<file path="config.mk">
export PLATFORM = sky130hd
export DESIGN_NAME = mtep_datapath
export DESIGN_NICKNAME = d
export VERILOG_FILES = /design/src/hw/rtl/mtep_pkg.sv /design/src/hw/rtl/mtep_datapath.sv
export SDC_FILE = /design/constraint.sdc
export NUM_CORES = 2
export LEC_CHECK = 0
export ABC_AREA = 1
export BUFFER_PORTS_ARGS = -buffer_cell sky130_fd_sc_hd__buf_2
export CORE_MARGIN = 2
export CORE_UTILIZATION = 50
export CTS_BUF_LIST = sky130_fd_sc_hd__clkbuf_8
export DETAILED_ROUTE_END_ITERATION = 10
export PLACE_DENSITY = 0.67
export SLEW_MARGIN = 20
export SYNTH_ARGS = -nofsm -noshare
export SYNTH_HDL_FRONTEND = slang
export SYNTH_SLANG_ARGS = --single-unit
</file>
<file path="constraint.sdc">
create_clock -name aclk -period 8.75 [get_ports aclk]
set_input_delay 0.875 -clock aclk [delete_from_list [all_inputs] [get_ports aclk]]
set_output_delay 0.875 -clock aclk [all_outputs]
set_load 0.02 [all_outputs]
</file>
<file path="src/hw/rtl/mtep_pkg.sv">
// ----------------------------------------------------------------------------
// mtep_pkg
// Shared types and constants of the track event parser.
// ----------------------------------------------------------------------------
package mtep_pkg;

    localparam logic [23:0] TEMPO_DEFAULT = 24'd500000;
    localparam logic [15:0] TPQ_DEFAULT   = 16'd480;

    localparam logic [7:0] BYTE_META  = 8'hFF;
    localparam logic [7:0] META_TEMPO = 8'h51;
    localparam logic [7:0] BYTE_SYSEX = 8'hF0;
    localparam logic [7:0] BYTE_ESC   = 8'hF7;
    localparam logic [3:0] TYPE_NOFF  = 4'h8;
    localparam logic [3:0] TYPE_NON   = 4'h9;
    localparam logic [3:0] TYPE_PROG  = 4'hC;
    localparam logic [3:0] TYPE_CPRS  = 4'hD;

    localparam logic [1:0] KIND_NOTE_ON  = 2'd0;
    localparam logic [1:0] KIND_NOTE_OFF = 2'd1;
    localparam logic [1:0] KIND_PROGRAM  = 2'd2;
    localparam logic [1:0] KIND_OTHER    = 2'd3;

    // controller to datapath
    typedef struct packed {
        logic track_rst;  // clear track state
        logic acc_take;   // shift byte into accumulator
        logic acc_clr;    // clear accumulator
        logic div_start;  // start time update with accumulator as delta
        logic set_status;
        logic set_meta;
        logic hold_d1;
        logic tempo_take;
        logic skip_load;  // load skip count from accumulator
        logic skip_dec;
        logic emit_d2;    // build result with held data and byte
        logic emit_d1;    // build result with byte and zero
    } mtep_cmd_t;

    // datapath to controller
    typedef struct packed {
        logic       div_busy;
        logic [7:0] status;
        logic [7:0] meta;
        logic       acc_is3;
        logic       acc_zero;   // value after take is zero
        logic       skip_last;  // skip count at most one
    } mtep_stat_t;

endpackage

</file>
<file path="src/hw/rtl/mtep_datapath.sv">
// ----------------------------------------------------------------------------
// mtep_datapath
// Registers, time accumulator with serial divider, and result builder.
// ----------------------------------------------------------------------------
module mtep_datapath #(
    parameter int TIME_WIDTH = 48
) (
    input  logic                aclk,
    input  logic                aresetn,
    input  logic [15:0]         tpq,
    input  logic [7:0]          in_byte,
    input  mtep_pkg::mtep_cmd_t cmd,
    output mtep_pkg::mtep_stat_t stat,
    output logic [1:0]          r_kind,
    output logic [7:0]          r_status,
    output logic [7:0]          r_d1,
    output logic [7:0]          r_d2,
    output logic [47:0]         r_time
);
    localparam int SW = 56;  // 32x24 product plus remainder
    localparam int QW = (TIME_WIDTH > SW) ? TIME_WIDTH : SW;
    localparam logic [TIME_WIDTH-1:0] TMAX = {TIME_WIDTH{1'b1}};

    logic [31:0] acc_reg;
    logic [7:0]  status_reg, meta_reg, held_reg;
    logic [31:0] skip_reg;
    logic [23:0] tempo_reg;
    logic [TIME_WIDTH-1:0] time_reg;
    logic [15:0] rem_reg;
    logic [SW-1:0] sum_reg;   // dividend, shifted out as quotient builds
    logic [16:0] prem_reg;    // partial remainder
    logic [5:0]  cnt_reg;
    logic        busy_reg;
    logic        mul_reg;

    logic [31:0] acc_next;
    logic [15:0] div;
    logic [16:0] trial;
    logic        qbit;
    logic [SW-1:0] q_full;
    logic [QW-1:0] q_ext;
    logic [TIME_WIDTH:0] tsum;

    // a track start byte begins a fresh number
    assign acc_next = {(cmd.track_rst ? 25'd0 : acc_reg[24:0]), in_byte[6:0]};
    assign div      = (tpq == 16'd0) ? 16'd1 : tpq;
    assign trial    = {prem_reg[15:0], sum_reg[SW-1]};
    assign qbit     = trial >= {1'b0, div};
    assign q_full   = {sum_reg[SW-2:0], qbit};
    assign q_ext    = QW'(q_full);

    // saturate the new time against TIME_WIDTH
    always_comb begin
        if ((q_ext >> TIME_WIDTH) != '0) tsum = {1'b1, TMAX};
        else tsum = {1'b0, time_reg} + {1'b0, q_ext[TIME_WIDTH-1:0]};
    end

    // parsing registers
    always_ff @(posedge aclk) begin
        if (!aresetn) begin
            acc_reg <= '0; status_reg <= '0; meta_reg <= '0; held_reg <= '0;
            skip_reg <= '0; tempo_reg <= mtep_pkg::TEMPO_DEFAULT;
        end else begin
            if (cmd.acc_clr) acc_reg <= '0;
            else if (cmd.acc_take) acc_reg <= acc_next;
            else if (cmd.track_rst) acc_reg <= '0;
            if (cmd.track_rst) begin
                status_reg <= '0; meta_reg <= '0; held_reg <= '0;
                skip_reg <= '0; tempo_reg <= mtep_pkg::TEMPO_DEFAULT;
            end else begin
                if (cmd.set_status) status_reg <= in_byte;
                if (cmd.set_meta) meta_reg <= in_byte;
                if (cmd.hold_d1) held_reg <= in_byte;
                if (cmd.tempo_take) tempo_reg <= {tempo_reg[15:0], in_byte};
                if (cmd.skip_load) skip_reg <= acc_next;
                else if (cmd.skip_dec && skip_reg != '0) skip_reg <= skip_reg - 32'd1;
            end
        end
    end

    // time update: multiply, add the carried remainder, then 56 restoring divide steps
    always_ff @(posedge aclk) begin
        if (!aresetn) begin
            busy_reg <= 1'b0; mul_reg <= 1'b0;
            time_reg <= '0; rem_reg <= '0;
        end else if (cmd.div_start) begin
            busy_reg <= 1'b1; mul_reg <= 1'b1;
            if (cmd.track_rst) begin
                time_reg <= '0; rem_reg <= '0;
                sum_reg  <= {24'd0, acc_next} * {32'd0, mtep_pkg::TEMPO_DEFAULT};
            end else
                sum_reg  <= {24'd0, acc_next} * {32'd0, tempo_reg};
            cnt_reg <= '0;
        end else if (busy_reg && mul_reg) begin
            mul_reg  <= 1'b0;
            sum_reg  <= sum_reg + {40'd0, rem_reg};
            prem_reg <= '0;
        end else if (busy_reg) begin
            prem_reg <= qbit ? trial - {1'b0, div} : trial;
            sum_reg  <= q_full;
            cnt_reg  <= cnt_reg + 6'd1;
            if (cnt_reg == 6'(SW - 1)) begin
                busy_reg <= 1'b0;
                rem_reg  <= qbit ? 16'(trial - {1'b0, div}) : trial[15:0];
                time_reg <= tsum[TIME_WIDTH] ? TMAX : tsum[TIME_WIDTH-1:0];
            end
        end else if (cmd.track_rst) begin
            time_reg <= '0; rem_reg <= '0;
        end
    end

    // result builder
    always_ff @(posedge aclk) begin
        if (cmd.emit_d1 || cmd.emit_d2) begin
            logic [7:0] d2;
            d2 = cmd.emit_d2 ? in_byte : 8'd0;
            r_status <= status_reg;
            r_d1     <= cmd.emit_d2 ? held_reg : in_byte;
            r_d2     <= d2;
            r_time   <= 48'(time_reg);
            if (status_reg[7:4] == mtep_pkg::TYPE_NON && d2 != 8'd0)
                r_kind <= mtep_pkg::KIND_NOTE_ON;
            else if (status_reg[7:4] == mtep_pkg::TYPE_NON
                     || status_reg[7:4] == mtep_pkg::TYPE_NOFF)
                r_kind <= mtep_pkg::KIND_NOTE_OFF;
            else if (status_reg[7:4] == mtep_pkg::TYPE_PROG)
                r_kind <= mtep_pkg::KIND_PROGRAM;
            else
                r_kind <= mtep_pkg::KIND_OTHER;
        end
    end

    assign stat.div_busy  = busy_reg;
    assign stat.status    = status_reg;
    assign stat.meta      = meta_reg;
    assign stat.acc_is3   = acc_next == 32'd3;
    assign stat.acc_zero  = acc_next == 32'd0;
    assign stat.skip_last = skip_reg <= 32'd1;
endmodule

</file>
==> metrics.cfg <==
[synthesis]
postSynthCellCount = 7753
yosys.cell_count.top_type = sky130_fd_sc_hd__nand2_1
primary_flip_flop_cell_chosen_by_synthesis_mapping = sky130_fd_sc_hd__dfxtp_1
synth_nets = 9021
main_combinational_cell_family_by_area_after_synthesis = adder cells
ys_types = 59
syn-cell-area_um2 = 55440
synth.area.top_cells = sky130_fd_sc_hd__fa_1 (29%), sky130_fd_sc_hd__nand2_1 (14%), sky130_fd_sc_hd__inv_1 (11%)
synth-adder-area-share = 0.3854
synth_compound_gate_area_share = 0.07836
synthSimpleGateAreaFrac = 0.2446
yosys.area_share.xor_xnor = 0.01374
synth_top_area_frac = 0.2874
synth-seq-cells = 323
synth-edff-count = 152
dominant_cell_type_by_area_after_synthesis = sky130_fd_sc_hd__fa_1
syn-mean-instance-area_um2 = 7.151
synth.area.mux_share = 0
postSynth.asyncResetShare = 0
ys_seq_area_frac = 0.1441
most_frequent_cells_after_synthesis = sky130_fd_sc_hd__nand2_1 (2081), sky130_fd_sc_hd__inv_1 (1677), sky130_fd_sc_hd__fa_1 (796)
synth_warnings = 0

[die]
dieHeight_um = 337.0
initial_core_util = 0.5023
io-pin-count = 132
core_um2 = 110400
fp-row-count = 122
die_x_um = 337.0
die-area_um2 = 113600

[sta]
relSlewSlack = 0.2126
post-route-period-util = 0.9276
slew_viol_final = 0
hold_viol = 0
final.min_clock_period_ns = 8.117
hold_ws_ns = 0.4021
setup-tns-final_ns = 0
grt_setup_unrepaired = no
clock_skew_ns = 0.1036
clock.fmax_mhz = 123.2
fin_ws_ns = 0.6331
tightest_slew_ns = 1.180
setup_viol = 0

[placed_design]
globalplace.congestion = 1.023
total_cell_area_at_the_placement_stage_um2 = 57980
hpwlAfterDp_um = 164200
portBuffers = 131
pre_cts_setup_slack_ns = 0.4775

[worst_setup_path]
crit_path_start_kind = flop
critPathMaxStageDelay_ns = 0.69
timing.critical_path.arrival_ns = 8.63
timing.critical_path.mode_cell = sky130_fd_sc_hd__nand2_1
crit_path_max_fanout = 18
cpMaxStageDelayCell = sky130_fd_sc_hd__clkinv_1
worstSetupEndpointType = flop
worst_path_dominant_cell_family = adder cells
cp.buffers_inverters = 7
crit_type = reg -> reg
cp.required_ns = 9.27

[clock_network]
worst_skew_pair.late_latency_ns = 0.83
total_clock_buffers_created_by_cts = 60
clockRootBuffer = sky130_fd_sc_hd__clkbuf_8
cts_resized = 0
clk_transition_reported_paths_ns = 0.08
cts.repair_timing.setup_buffer_count = 0
tritoncts = yes
clock_tree.buffer_depth = 3
clock_sinks = 323
cts_hold_buf = 0
cts_max_level = 2

[detailed_routing]
route.antenna.remaining_nets = 0
drt-vias-per-instance = 5.470
routed_wirelength_um = 202200
drt_first_iter_violations = 4290
route.detailed.wl_per_inst_um = 21.60
drt_first_pass_iters = 8
post-route-drc-count = 0
route.vias.total = 51200

[global_routing]
track_usage = 0.3619
first_global_vias = 51870
global_route.overflow_total = 0
grt_start_max_net_pins = 71
initial_antenna_violation_count = 5
grt_pass1_wl_um = 308100

[power_and_ir_drop]
vdd.ir_drop.worst_mv = 0.1559
seq_power_share = 0.241
netSwitchingFraction = 0.4773
power_report.internal_total_mw = 4.023
power_per_cell_area_nw_per_um2 = 129.5
totalPowerFinal_mw = 7.695
power.clock.fraction = 0.232
power.net_switching_mw = 3.673
p_leak_nw = 31.52
combinationalPowerShare = 0.527

[worst_hold_path]
hold_path.class = in -> reg

[layout]
finalInstanceArea_um2 = 59410
area_delta_synth_final_pct = 7.159
drive_gt1_frac = 0.05744
number_of_flip_flops_in_the_largest_register = 56
finalNetCount = 9085

[status]
status = finished, final reports clean

[job]
number_of_max_capacitance_violations_reported = 0

==> stage by stage <==
step                      utilization  instances
after floorplan                     -       7753
after global placement         0.5253       9243
after detailed placement       0.5253       9243
after CTS                      0.5382       9357
after global routing           0.5383       9358
final                          0.5383       9360
==> metal layers <==
metal,global-route usage,wire (um),vias up
met5,0,13,-
met4,0.2588,17180,2
met3,0.04526,14770,630
met2,0.6010,93720,2282
met1,0.4354,76520,24630
li1,-,-,23660
==> power by group through the flow <==
| stage | Combinational [mW] | Sequential [mW] | Clock, mW |
|---|---|---|---|
| 2_1_floorplan | 2.66 | 1.85 | 0 |
| 3_3_place_gp | 3.94 | 1.88 | 0 |
| 3_5_place_dp | 3.96 | 1.88 | 0 |
| 4_1_cts | 3.99 | 1.85 | 1.81 |
| 5_1_grt | 4.54 | 1.86 | 1.86 |
| 6_report | 4.05 | 1.85 | 1.79 |
==> kinds of logic (layout without fill, tap and decap cells) <==
kind of cell / after synthesis / after routing
buf+inv: 1962 / 2078
xor+xnor: 87 / 87
simple gates: 3347 / 3347
flops: 323 / 323
compound gates: 804 / 804
fa+ha+maj: 1230 / 1230
other cells: 0 / 3
==> area by class of cell <==
cell class	instances	area [um^2]
Antenna cell	3	7.507
Clock buffer	74	1018
Clock inverter	40	406.6
Fill cell	10980	50950
Inverter	1702	6391
Multi-Input combinational cell	5468	40070
Sequential cell	323	7989
Tap cell	1488	1862
Timing Repair Buffer	262	1664
==> path summary, 6_finish.rpt <==
path / from / endpoint / slack, ns / cells past startpoint
worst max-delay path: tempo_reg[0] / sum_reg[35] / 0.63 / 28
worst min-delay path: cmd[6] / meta_reg[2] / 0.40 / 2
worst max register to register: tempo_reg[0] / sum_reg[35] / 0.63 / 28
worst min register to register: status_reg[0] / r_status[0] / 0.46 / 0
==> cells in the final DEF (no fill, tap or decap), drive strengths merged, types with 18 or more instances in the layout <==
master  count
a21oi     446
a31oi      19
buf       262
clkbuf     74
clkinv     21
dfxtp     171
edfxtp    152
fa        796
ha        434
inv      1710
nand2    2095
nand3     340
nand3b     21
nand4      64
nor2      724
nor3       60
o211ai     18
o21ai     258
o21bai     27
xnor2      23
xor2       64
Power figures use the tool's default switching activity.
