### src/hw/rtl/mtep_pkg.sv
// ----------------------------------------------------------------------------
// mtep_pkg
// Shared types and constants of the track event parser.
// ----------------------------------------------------------------------------
package mtep_pkg;

    localparam logic [23:0] TEMPO_DEFAULT = 24'd500000;
    localparam logic [15:0] TPQ_DEFAULT   = 16'd480;

    localparam logic [7:0] BYTE_META  = 8'hFF;
    localparam logic [7:0] META_TEMPO = 8'h51;
    localparam logic [7:0] BYTE_SYSEX = 8'hF0;
    localparam logic [7:0] BYTE_ESC   = 8'hF7;
    localparam logic [3:0] TYPE_NOFF  = 4'h8;
    localparam logic [3:0] TYPE_NON   = 4'h9;
    localparam logic [3:0] TYPE_PROG  = 4'hC;
    localparam logic [3:0] TYPE_CPRS  = 4'hD;

    localparam logic [1:0] KIND_NOTE_ON  = 2'd0;
    localparam logic [1:0] KIND_NOTE_OFF = 2'd1;
    localparam logic [1:0] KIND_PROGRAM  = 2'd2;
    localparam logic [1:0] KIND_OTHER    = 2'd3;

    // controller to datapath
    typedef struct packed {
        logic track_rst;  // clear track state
        logic acc_take;   // shift byte into accumulator
        logic acc_clr;    // clear accumulator
        logic div_start;  // start time update with accumulator as delta
        logic set_status;
        logic set_meta;
        logic hold_d1;
        logic tempo_take;
        logic skip_load;  // load skip count from accumulator
        logic skip_dec;
        logic emit_d2;    // build result with held data and byte
        logic emit_d1;    // build result with byte and zero
    } mtep_cmd_t;

    // datapath to controller
    typedef struct packed {
        logic       div_busy;
        logic [7:0] status;
        logic [7:0] meta;
        logic       acc_is3;
        logic       acc_zero;   // value after take is zero
        logic       skip_last;  // skip count at most one
    } mtep_stat_t;

endpackage

### src/hw/rtl/mtep_ctrl.sv
// ----------------------------------------------------------------------------
// mtep_ctrl
// Parse state machine and handshake control.
// ----------------------------------------------------------------------------
module mtep_ctrl (
    input  logic                 aclk,
    input  logic                 aresetn,
    input  logic                 in_fire,
    input  logic [7:0]           in_byte,
    input  logic                 in_start,
    input  logic                 out_fire,
    input  mtep_pkg::mtep_stat_t stat,
    output mtep_pkg::mtep_cmd_t  cmd,
    output logic                 in_ready,
    output logic                 out_valid
);
    localparam logic [3:0] PH_DELTA = 4'd0, PH_EVENT = 4'd1, PH_DATA1 = 4'd2,
        PH_DATA2 = 4'd3, PH_META_TYPE = 4'd4, PH_META_LEN = 4'd5,
        PH_TEMPO = 4'd6, PH_SYSEX_LEN = 4'd7, PH_SKIP = 4'd8;

    logic [3:0] ph_reg, ph_next, ph;
    logic [1:0] tcnt_reg, tcnt_next;
    logic       ov_reg, ov_next;
    logic [7:0] st;
    logic       one_byte;

    assign in_ready  = !stat.div_busy && !ov_reg;
    assign out_valid = ov_reg;
    assign ph        = in_start ? PH_DELTA : ph_reg;
    assign st        = in_start ? 8'd0 : stat.status;
    assign one_byte  = st[7:4] == mtep_pkg::TYPE_PROG || st[7:4] == mtep_pkg::TYPE_CPRS;

    // next phase and commands
    always_comb begin
        cmd       = '0;
        ph_next   = ph_reg;
        tcnt_next = in_start ? 2'd0 : tcnt_reg;
        ov_next   = ov_reg && !out_fire;
        if (in_fire) begin
            cmd.track_rst = in_start;
            ph_next = ph;
            case (ph)
                PH_DELTA: begin
                    cmd.acc_take = 1'b1;
                    if (!in_byte[7]) begin
                        cmd.div_start = 1'b1; cmd.acc_clr = 1'b1; ph_next = PH_EVENT;
                    end
                end
                PH_EVENT: begin
                    if (in_byte == mtep_pkg::BYTE_META) ph_next = PH_META_TYPE;
                    else if (in_byte == mtep_pkg::BYTE_SYSEX || in_byte == mtep_pkg::BYTE_ESC) begin
                        cmd.acc_clr = 1'b1; ph_next = PH_SYSEX_LEN;
                    end else if (in_byte[7]) begin
                        cmd.set_status = 1'b1; ph_next = PH_DATA1;
                    end else if (one_byte) begin
                        cmd.emit_d1 = 1'b1; ov_next = 1'b1; ph_next = PH_DELTA;
                    end else begin
                        cmd.hold_d1 = 1'b1; ph_next = PH_DATA2;
                    end
                end
                PH_DATA1: begin
                    if (one_byte) begin
                        cmd.emit_d1 = 1'b1; ov_next = 1'b1; ph_next = PH_DELTA;
                    end else begin
                        cmd.hold_d1 = 1'b1; ph_next = PH_DATA2;
                    end
                end
                PH_DATA2: begin
                    cmd.emit_d2 = 1'b1; ov_next = 1'b1; ph_next = PH_DELTA;
                end
                PH_META_TYPE: begin
                    cmd.set_meta = 1'b1; cmd.acc_clr = 1'b1; ph_next = PH_META_LEN;
                end
                PH_META_LEN, PH_SYSEX_LEN: begin
                    cmd.acc_take = 1'b1;
                    if (!in_byte[7]) begin
                        cmd.acc_clr = 1'b1;
                        if (ph == PH_META_LEN && stat.meta == mtep_pkg::META_TEMPO
                            && stat.acc_is3) begin
                            tcnt_next = 2'd0; ph_next = PH_TEMPO;
                        end else begin
                            cmd.skip_load = 1'b1;
                            ph_next = stat.acc_zero ? PH_DELTA : PH_SKIP;
                        end
                    end
                end
                PH_TEMPO: begin
                    cmd.tempo_take = 1'b1;
                    tcnt_next = tcnt_reg + 2'd1;
                    if (tcnt_reg == 2'd2) begin
                        tcnt_next = 2'd0; ph_next = PH_DELTA;
                    end
                end
                PH_SKIP: begin
                    cmd.skip_dec = 1'b1;
                    if (stat.skip_last) ph_next = PH_DELTA;
                end
                default: ph_next = PH_DELTA;
            endcase
        end
    end

    always_ff @(posedge aclk) begin
        if (!aresetn) begin
            ph_reg <= PH_DELTA; tcnt_reg <= 2'd0; ov_reg <= 1'b0;
        end else begin
            ph_reg <= ph_next; tcnt_reg <= tcnt_next; ov_reg <= ov_next;
        end
    end
endmodule

### config.mk
export PLATFORM = sky130hd
export DESIGN_NAME = mtep_ctrl
export DESIGN_NICKNAME = d
export VERILOG_FILES = /design/src/hw/rtl/mtep_pkg.sv /design/src/hw/rtl/mtep_ctrl.sv
export SDC_FILE = /design/constraint.sdc
export NUM_CORES = 1
export LEC_CHECK = 0
export BUFFER_PORTS_ARGS = -buffer_cell sky130_fd_sc_hd__buf_2
export CAP_MARGIN = 10
export CELL_PAD_IN_SITES_DETAIL_PLACEMENT = 0
export CELL_PAD_IN_SITES_GLOBAL_PLACEMENT = 1
export CORE_MARGIN = 8
export CORE_UTILIZATION = 32
export CTS_CLUSTER_SIZE = 8
export DETAILED_ROUTE_END_ITERATION = 8
export PLACE_DENSITY_LB_ADDON = 0.1
export RECOVER_POWER = 100
export SLEW_MARGIN = 0
export SYNTH_ARGS = -nofsm -noshare
export SYNTH_HDL_FRONTEND = slang
export SYNTH_SLANG_ARGS = --single-unit
### constraint.sdc
create_clock -name aclk -period 3.95 [get_ports aclk]
set_input_delay 0.5925 -clock aclk [delete_from_list [all_inputs] [get_ports aclk]]
set_output_delay 0.5925 -clock aclk [all_outputs]
set_load 0.01 [all_outputs]
==> results.md, run 1 <==
* RSZ-0062 raised after global routing: no
* Slew Limit Fails at 0
* Status: finished, final reports clean
* Post-route ant nets at 0
* Core region area at about 2500 um2
* Area contributors post-synth: dfxtp_1, nor2_1, a21oi_1, nand2_1, o211ai_1
* Clock power frac at between 30% and 40%
* Clock Path Buffers at 2
* Area occupied by multi-input gates at between 600 and 700 um2
* Yosys reg bits at 7
* Row count at 18
* Largest net degree at the start of global routing at 22
* Share of cells above drive strength 1 at a little over a fifth
* Final WS setup at 1140 ps
* Cell-internal power at about 140 uW
* Hold Violations, Final at 0
* Cell with the most instances after synthesis: nor2_1
* Maxcap violations at 0
* Switching portion of total power at ~33%
* Vias in the first global route at between 1000 and 1500
* Clk_lat worst skew at around 270 ps
* WP buf/inv at 2
* Antenna Cells at 0
* Net Switching at 68.1 uW
* Synth area leader: dfxtp_1
* Initial antenna violation count at 0
* DRC at 0
* Initial drt markers at 71
* Clock skew at 4.60 ps
* # IOs at 47
* Synth Area per Inst at a little over 7 um2
* Rel. slew slack at between 40% and 50%
* Hold WC Path Type: flop to flop
* Post-synth top area share at 16.4%
* All-Layer GR Usage at 13.1%
* Width of the die at 67.6 um
* Drt via density at 5.89
* Pre-CTS setup slack at about 1400 ps
* RR Startpoint: ph_reg[0]
* Port bufs at 41
* Syn Inst Count at 119
* Fin crit period at 2810 ps
* P_leak at between 0.0003 and 0.0004 uW
* WP data arrival at between 2000 and 2500 ps
* H-Tree Depth at 1
* Yosys warnings at 0
* First-pass GRT wire length at just under 5000 um
* Initial Util at between 30% and 40%
* Prevailing post-synth register cell: dfxtp_1
* Tcrit/Tclk final at 71.2%
* CP max FO at 21
* Setup bufs post-CTS at 0
* WL final at roughly 3000 um
* Most numerous cell on the critical path: clkbuf_1
* Sequential cell area at roughly 140 um2
* Post-DR wirelength/cell at 16.2 um
* Gate power share at roughly a quarter
* Synth top cells by count: nor2_1, nand2_1, dfxtp_1, inv_1, a21oi_1
* Num Clock Sinks at 7
* Maximum clock frequency at roughly 360 MHz
* CP Data Required Time at about 3400 ps
* Overall Power at between 200 and 250 uW
* Routability-driven placement congestion ratio at 0.848
* Area Overhead vs Synth at 23.6%
* Ys async rst share at 0%
* CP Class: primary input to output port
* FF-to-FF path depth at 4
* Die height at 67.6 um
* Critical Path Sink Type: output port
* Slew @ Worst Pin at about 810 ps
* Crit-path slowest cell: clkbuf_1
* Max FFs per register at 4
* Hold Path Sink: tcnt_reg[0]
* Post-synth cell types at slightly below 50
* CTS tree: built
* Drt pass-1 iters at 4
* Mapped Nets at ~150
* Highest ir drop seen on vdd at ~120 uV
* Hold Path Cell Cnt at 2
* Post-cts resize count at 0
* Post-synth EDFFs at 0
* Post-DP HPWL at approximately 2300 um
* Vias at between 1000 and 1500
* Clock root cell: clkbuf_4
* WHS at slightly above 500 ps
* Setup crit start kind: primary input
* Power Density at 193 nW/um2
* Cts bufs inserted at 3
* Min-delay src: tcnt_reg[0]
* CP delay by family, top: buffers and inverters
* Total grt overflow at 0
* CP peak stage delay at 590 ps
* Flop pwr share at a little under two fifths
* Final setup TNS at 0 ps
* Hold Buf Count CTS at 0
* Worst r2r dst: out_valid
* CTS clk-pin slew, worst paths at around 60 ps
* Final Setup Violations at 0
* Die area at between 4000 and 5000 um2
* Mapped Area at about 850 um2
* R2R Setup Slk at around 2200 ps
* Fill cells at 289
* Register area share after synthesis at approximately 16%
* CP cell instances: clkbuf_1 -> nor2_1 -> and3_1 -> a21oi_1 -> a21boi_0 -> clkbuf_1
* Fin nets at 189
logic make-up after synthesis:
group | share of synthesized area, %
AOI/OAI and AO/OA | 30.0
DFF | 16.4
buffers and inverters | 8.81
and+or+nand+nor | 44.8
per-stage QoR:
| step | std cells | area [um2] | util, % |
|---|---|---|---|
| CTS | 185 | 1070 | 42.9 |
| global route | 185 | 1050 | 42.1 |
| global placement | 181 | 1050 | 41.8 |
| detailed placement | 181 | 1050 | 41.8 |
| finish | 185 | 1050 | 42.1 |
| floorplan | 119 | 852 | - |
per-layer routing:
layer / global-route usage, % / share of wire, % / up-vias
met2: 20.5 / 46 / 42
met5: 0 / 0 / -
met1: 16.8 / 45 / 498
li1: - / - / 542
met3: 3.15 / 7.5 / 7
met4: 5.22 / 1.3 / 0
power groups by stage:
stage | Clock (uW) | Sequential [uW] | Combinational, uW
6_report | 72.6 | 76.6 | 54.4
5_1_grt | 75.7 | 77.1 | 60.5
4_1_cts | 74.1 | 76.5 | 55.3
3_5_place_dp | 0 | 78.1 | 55.0
3_3_place_gp | 0 | 78.1 | 54.3
2_1_floorplan | 0 | 74.0 | 36.3
area by class of cell:
cell class	instances	area share, %
tap	30	3.56
timing repair buffer	41	17.9
multi-input combinational	96	60.2
sequential	7	13.3
inverter	7	2.49
clock buffer	4	2.49
placed cells by master, fill, tap and decap left out, types with 2 or more instances in the layout:
cell type   n
dfxtp_1     7
inv_1       7
and2_1      2
nor3_1      4
a32oi_1     2
clkbuf_1   14
nor3b_1     2
o211ai_1    4
clkbuf_4    3
nand4_1     2
or3_1       4
nor4_1      4
a211oi_1    2
nand2_1     8
o21ai_0     2
nand2b_1    3
a41oi_1     3
or2_2       2
nand3_1     3
and3_1      2
nor4b_1     2
buf_2      28
nor2_1     10
nor4bb_1    2
a21oi_1     6
or4_1       4
o311a_1     2
worst max path at each step:
stage	start	endpoint	cells after the start
floorplan	stat[4]	cmd[3]	4
global placement	stat[4]	cmd[3]	6
detailed placement	stat[4]	cmd[3]	6
CTS	ph_reg[1]	cmd[3]	5
global route	in_start	cmd[9]	6
finish	in_start	cmd[9]	6
worst register-to-register path: stages, from the launching register on:
cell and delay [ps]:
dfxtp_1 690, and2b_1 250, o211a_1 250, and2_1 150
o311a_1 330
Note: power is estimated with default switching activity, not from simulation.
==> run 2, diff against run 1 <==
--- a/config.mk
+++ b/config.mk
@@ -5,12 +5,13 @@
 export SDC_FILE = /design/constraint.sdc
 export NUM_CORES = 1
 export LEC_CHECK = 0
+export ABC_AREA = 1
 export BUFFER_PORTS_ARGS = -buffer_cell sky130_fd_sc_hd__buf_2
 export CAP_MARGIN = 10
 export CELL_PAD_IN_SITES_DETAIL_PLACEMENT = 0
 export CELL_PAD_IN_SITES_GLOBAL_PLACEMENT = 1
 export CORE_MARGIN = 8
-export CORE_UTILIZATION = 32
+export CORE_UTILIZATION = 24
 export CTS_CLUSTER_SIZE = 8
 export DETAILED_ROUTE_END_ITERATION = 8
 export PLACE_DENSITY_LB_ADDON = 0.1
==> constraint.sdc (replaced) <==
create_clock -name aclk -period 2.48 [get_ports aclk]
set_input_delay 0.372 -clock aclk [delete_from_list [all_inputs] [get_ports aclk]]
set_output_delay 0.372 -clock aclk [all_outputs]
set_load 0.01 [all_outputs]
==> run 2 against run 1 <==
Effect of this change:
- synthesized cell count up 20%
- non-clock buffer count unchanged
- clock-buffer cell count unchanged
- synthesized area down 4.4%
- global-route usage down 2.9 points
- clock skew down 4.5 ps
- clock power up 43%
- hold slack worse by 98 ps
- combinational power up 45%
- worst setup slack worse by 760 ps
- via count down 6.3%
==> results.md, run 2 <==
* Commonest non-fill, non-tap cell in the layout: nand2_1
* Maxcap violations at 0
* DRC at 0
* Row count at 21
* Largest family of logic cells by synthesized area: simple AND/OR/NAND/NOR gates
* Overall Power at 298 uW
* Total grt overflow at 0
* Initial antenna violation count at 0
* Compound-Gate Fraction of Synth Area at around an eighth
* Met1 Resource Use GR at roughly an eighth
* Crit. Startpoint: in_start
* Clk_lat worst skew at around 250 ps
* Post-DR wirelength/cell at roughly 11 um
* Mapped Area at 815 um2
* Most frequent cells in the layout: nand2_1, buf_2, nor2_1, inv_1, a21oi_1
* P_leak at ~0.0005 uW
* Clock root cell: clkbuf_4
* CP peak stage delay at roughly 310 ps
* Area contributors post-synth: dfxtp_1, nand2_1, nor2_1, a21oi_1, inv_1
* Die height at between 70 and 80 um
* Initial drt markers at 46
* Initial Util at approximately 25%
* Yosys warnings at 0
* Post-synth top area share at between 15 and 20%
* Highest ir drop seen on vdd at 130 uV
* Core region area at ~3300 um2
* Fin crit period at around 2100 ps
* WP data arrival at ~1700 ps
* Cts bufs inserted at 3
* Width of the die at around 74 um
* Final setup TNS at 0 ps
* CTS tree: built
* Crit-path slowest cell: clkbuf_1
* All-Layer GR Usage at between 10% and 20%
* Tcrit/Tclk final at a little over four fifths
* Drt via density at 4.38
* # IOs at 47
* RR Startpoint: ph_reg[0]
* R2R Setup Slk at about 1000 ps
* Clock Path Buffers at 2
* Mux cell area share after synthesis at 0%
* Ys async rst share at 0%
* Area Overhead vs Synth at 32.6%
* Num Clock Sinks at 7
* Post-DP HPWL at ~2300 um
* CP Class: primary input to output port
* Hold Violations, Final at 0
* GRT met3 Usage at between 3 and 4%
* Max FFs per register at 4
* Setup crit start kind: primary input
* XOR/XNOR share of the synthesized area at 0%
* Synth top cells by count: nand2_1, nor2_1, inv_1
* Drt pass-1 iters at 4
* WHS at between 400 and 500 ps
* Post-route ant nets at 0
* Rel. slew slack at 70.7%
* Mapped Nets at approximately 180
* GRT met2 Usage at about 17%
* Register area share after synthesis at about 17%
* Prevailing post-synth register cell: dfxtp_1
* Synth area leader: dfxtp_1
* Hold Path Cell Cnt at 4
* Adder-cell area share of the yosys netlist at 0%
* WL final at ~2700 um
* GR peak layer: met2
* Clock skew at 0.125 ps
* Port bufs at slightly above 40
* H-Tree Depth at 1
* CP Data Required Time at around 2100 ps
* Share of cells above drive strength 1 at around a quarter
* Syn Inst Count at 143
* CTS clk-pin slew, worst paths at roughly 50 ps
* Post-cts resize count at 0
* Die area at ~5500 um2
* Worst r2r dst: ph_reg[1]
* Yosys reg bits at 7
* Synth Area per Inst at 5.70 um2
* Maximum clock frequency at around 470 MHz
* Vias at between 1000 and 1500
* Setup bufs post-CTS at 0
* Final Setup Violations at 0
* Slew @ Worst Pin at roughly 440 ps
* Hold WC Path Type: primary input to flop
* FF-to-FF path depth at 10
* Hold Path Sink: out_valid
* Post-synth cell types at 24
* Critical Path Sink Type: output port
* Status: finished, final reports clean
* Hold Buf Count CTS at 0
* Largest net degree at the start of global routing at 15
* CP max FO at 6
* Routability-driven placement congestion ratio at 0.759
* RSZ-0062 raised after global routing: no
* First-pass GRT wire length at about 4500 um
* Post-synth EDFFs at 0
* CP cell instances: clkbuf_1 -> inv_4 -> nand2_1 -> nand2_4 -> inv_1 -> nand2_1 -> nor4_1 -> clkbuf_1
* Min-delay src: out_fire
* Vias in the first global route at ~1000
* Power Density at roughly 280 nW/um2
* Fill cells at between 400 and 500
* Fin nets at about 220
* Simple-gate share of the synthesized area at between 50% and 60%
* Slew Limit Fails at 0
* Cell with the most instances after synthesis: nand2_1
* Antenna Cells at 0
[run 2: stage by stage]
step / instances / cell area [um2] / setup slack (ps) / util [%]
6_report: 233 / 1080 / 375 / 32.6
5_1_grt: 233 / 1080 / 210 / 32.6
4_1_cts: 233 / 1100 / 505 / 33.2
3_5_place_dp: 229 / 1070 / 567 / 32.4
3_3_place_gp: 229 / 1070 / 587 / 32.4
2_1_floorplan: 143 / 815 / 953 / -
[run 2: critical path, delay by kind of cell]
kind / cells / cell delay [ps]
buffers and inverters: 4 / 690
and+or+nand+nor: 4 / 670
[run 2: kinds of logic after synthesis]
logic type,count (synthesis)
simple gates,93
buf+inv,23
compound gates,20
flops,7
[run 2: final cells by class]
cell class	count	area, um2	share of cell area, %
flip-flops and latches	7	140	13.0
clock buffers	4	26.3	2.43
multi-input cells	113	581	53.8
repair buffers	41	190	17.6
inverters	22	85.1	7.88
well taps	46	57.6	5.33
[run 2: layer usage]
layer  vias up  share of wire [%]
li1        552                  -
met1       436                 47
met2        32                 45
met3         0                8.2
met4         0                  0
met5         -                  0
[run 2: power breakdown]
part	total, uW	internal, uW	leakage [uW]	switching (uW)
registers	116	114	0.0000566	1.81
clock network	104	61.4	0.0000150	42.2
logic	78.8	30.8	0.000427	48.0
[run 2: how the worst max path moves through the flow]
stage / to / slack, ps
finish: cmd[7] / 370
global route: cmd[9] / 210
CTS: cmd[0] / 500
detailed placement: cmd[7] / 570
global placement: cmd[7] / 590
floorplan: cmd[7] / 950
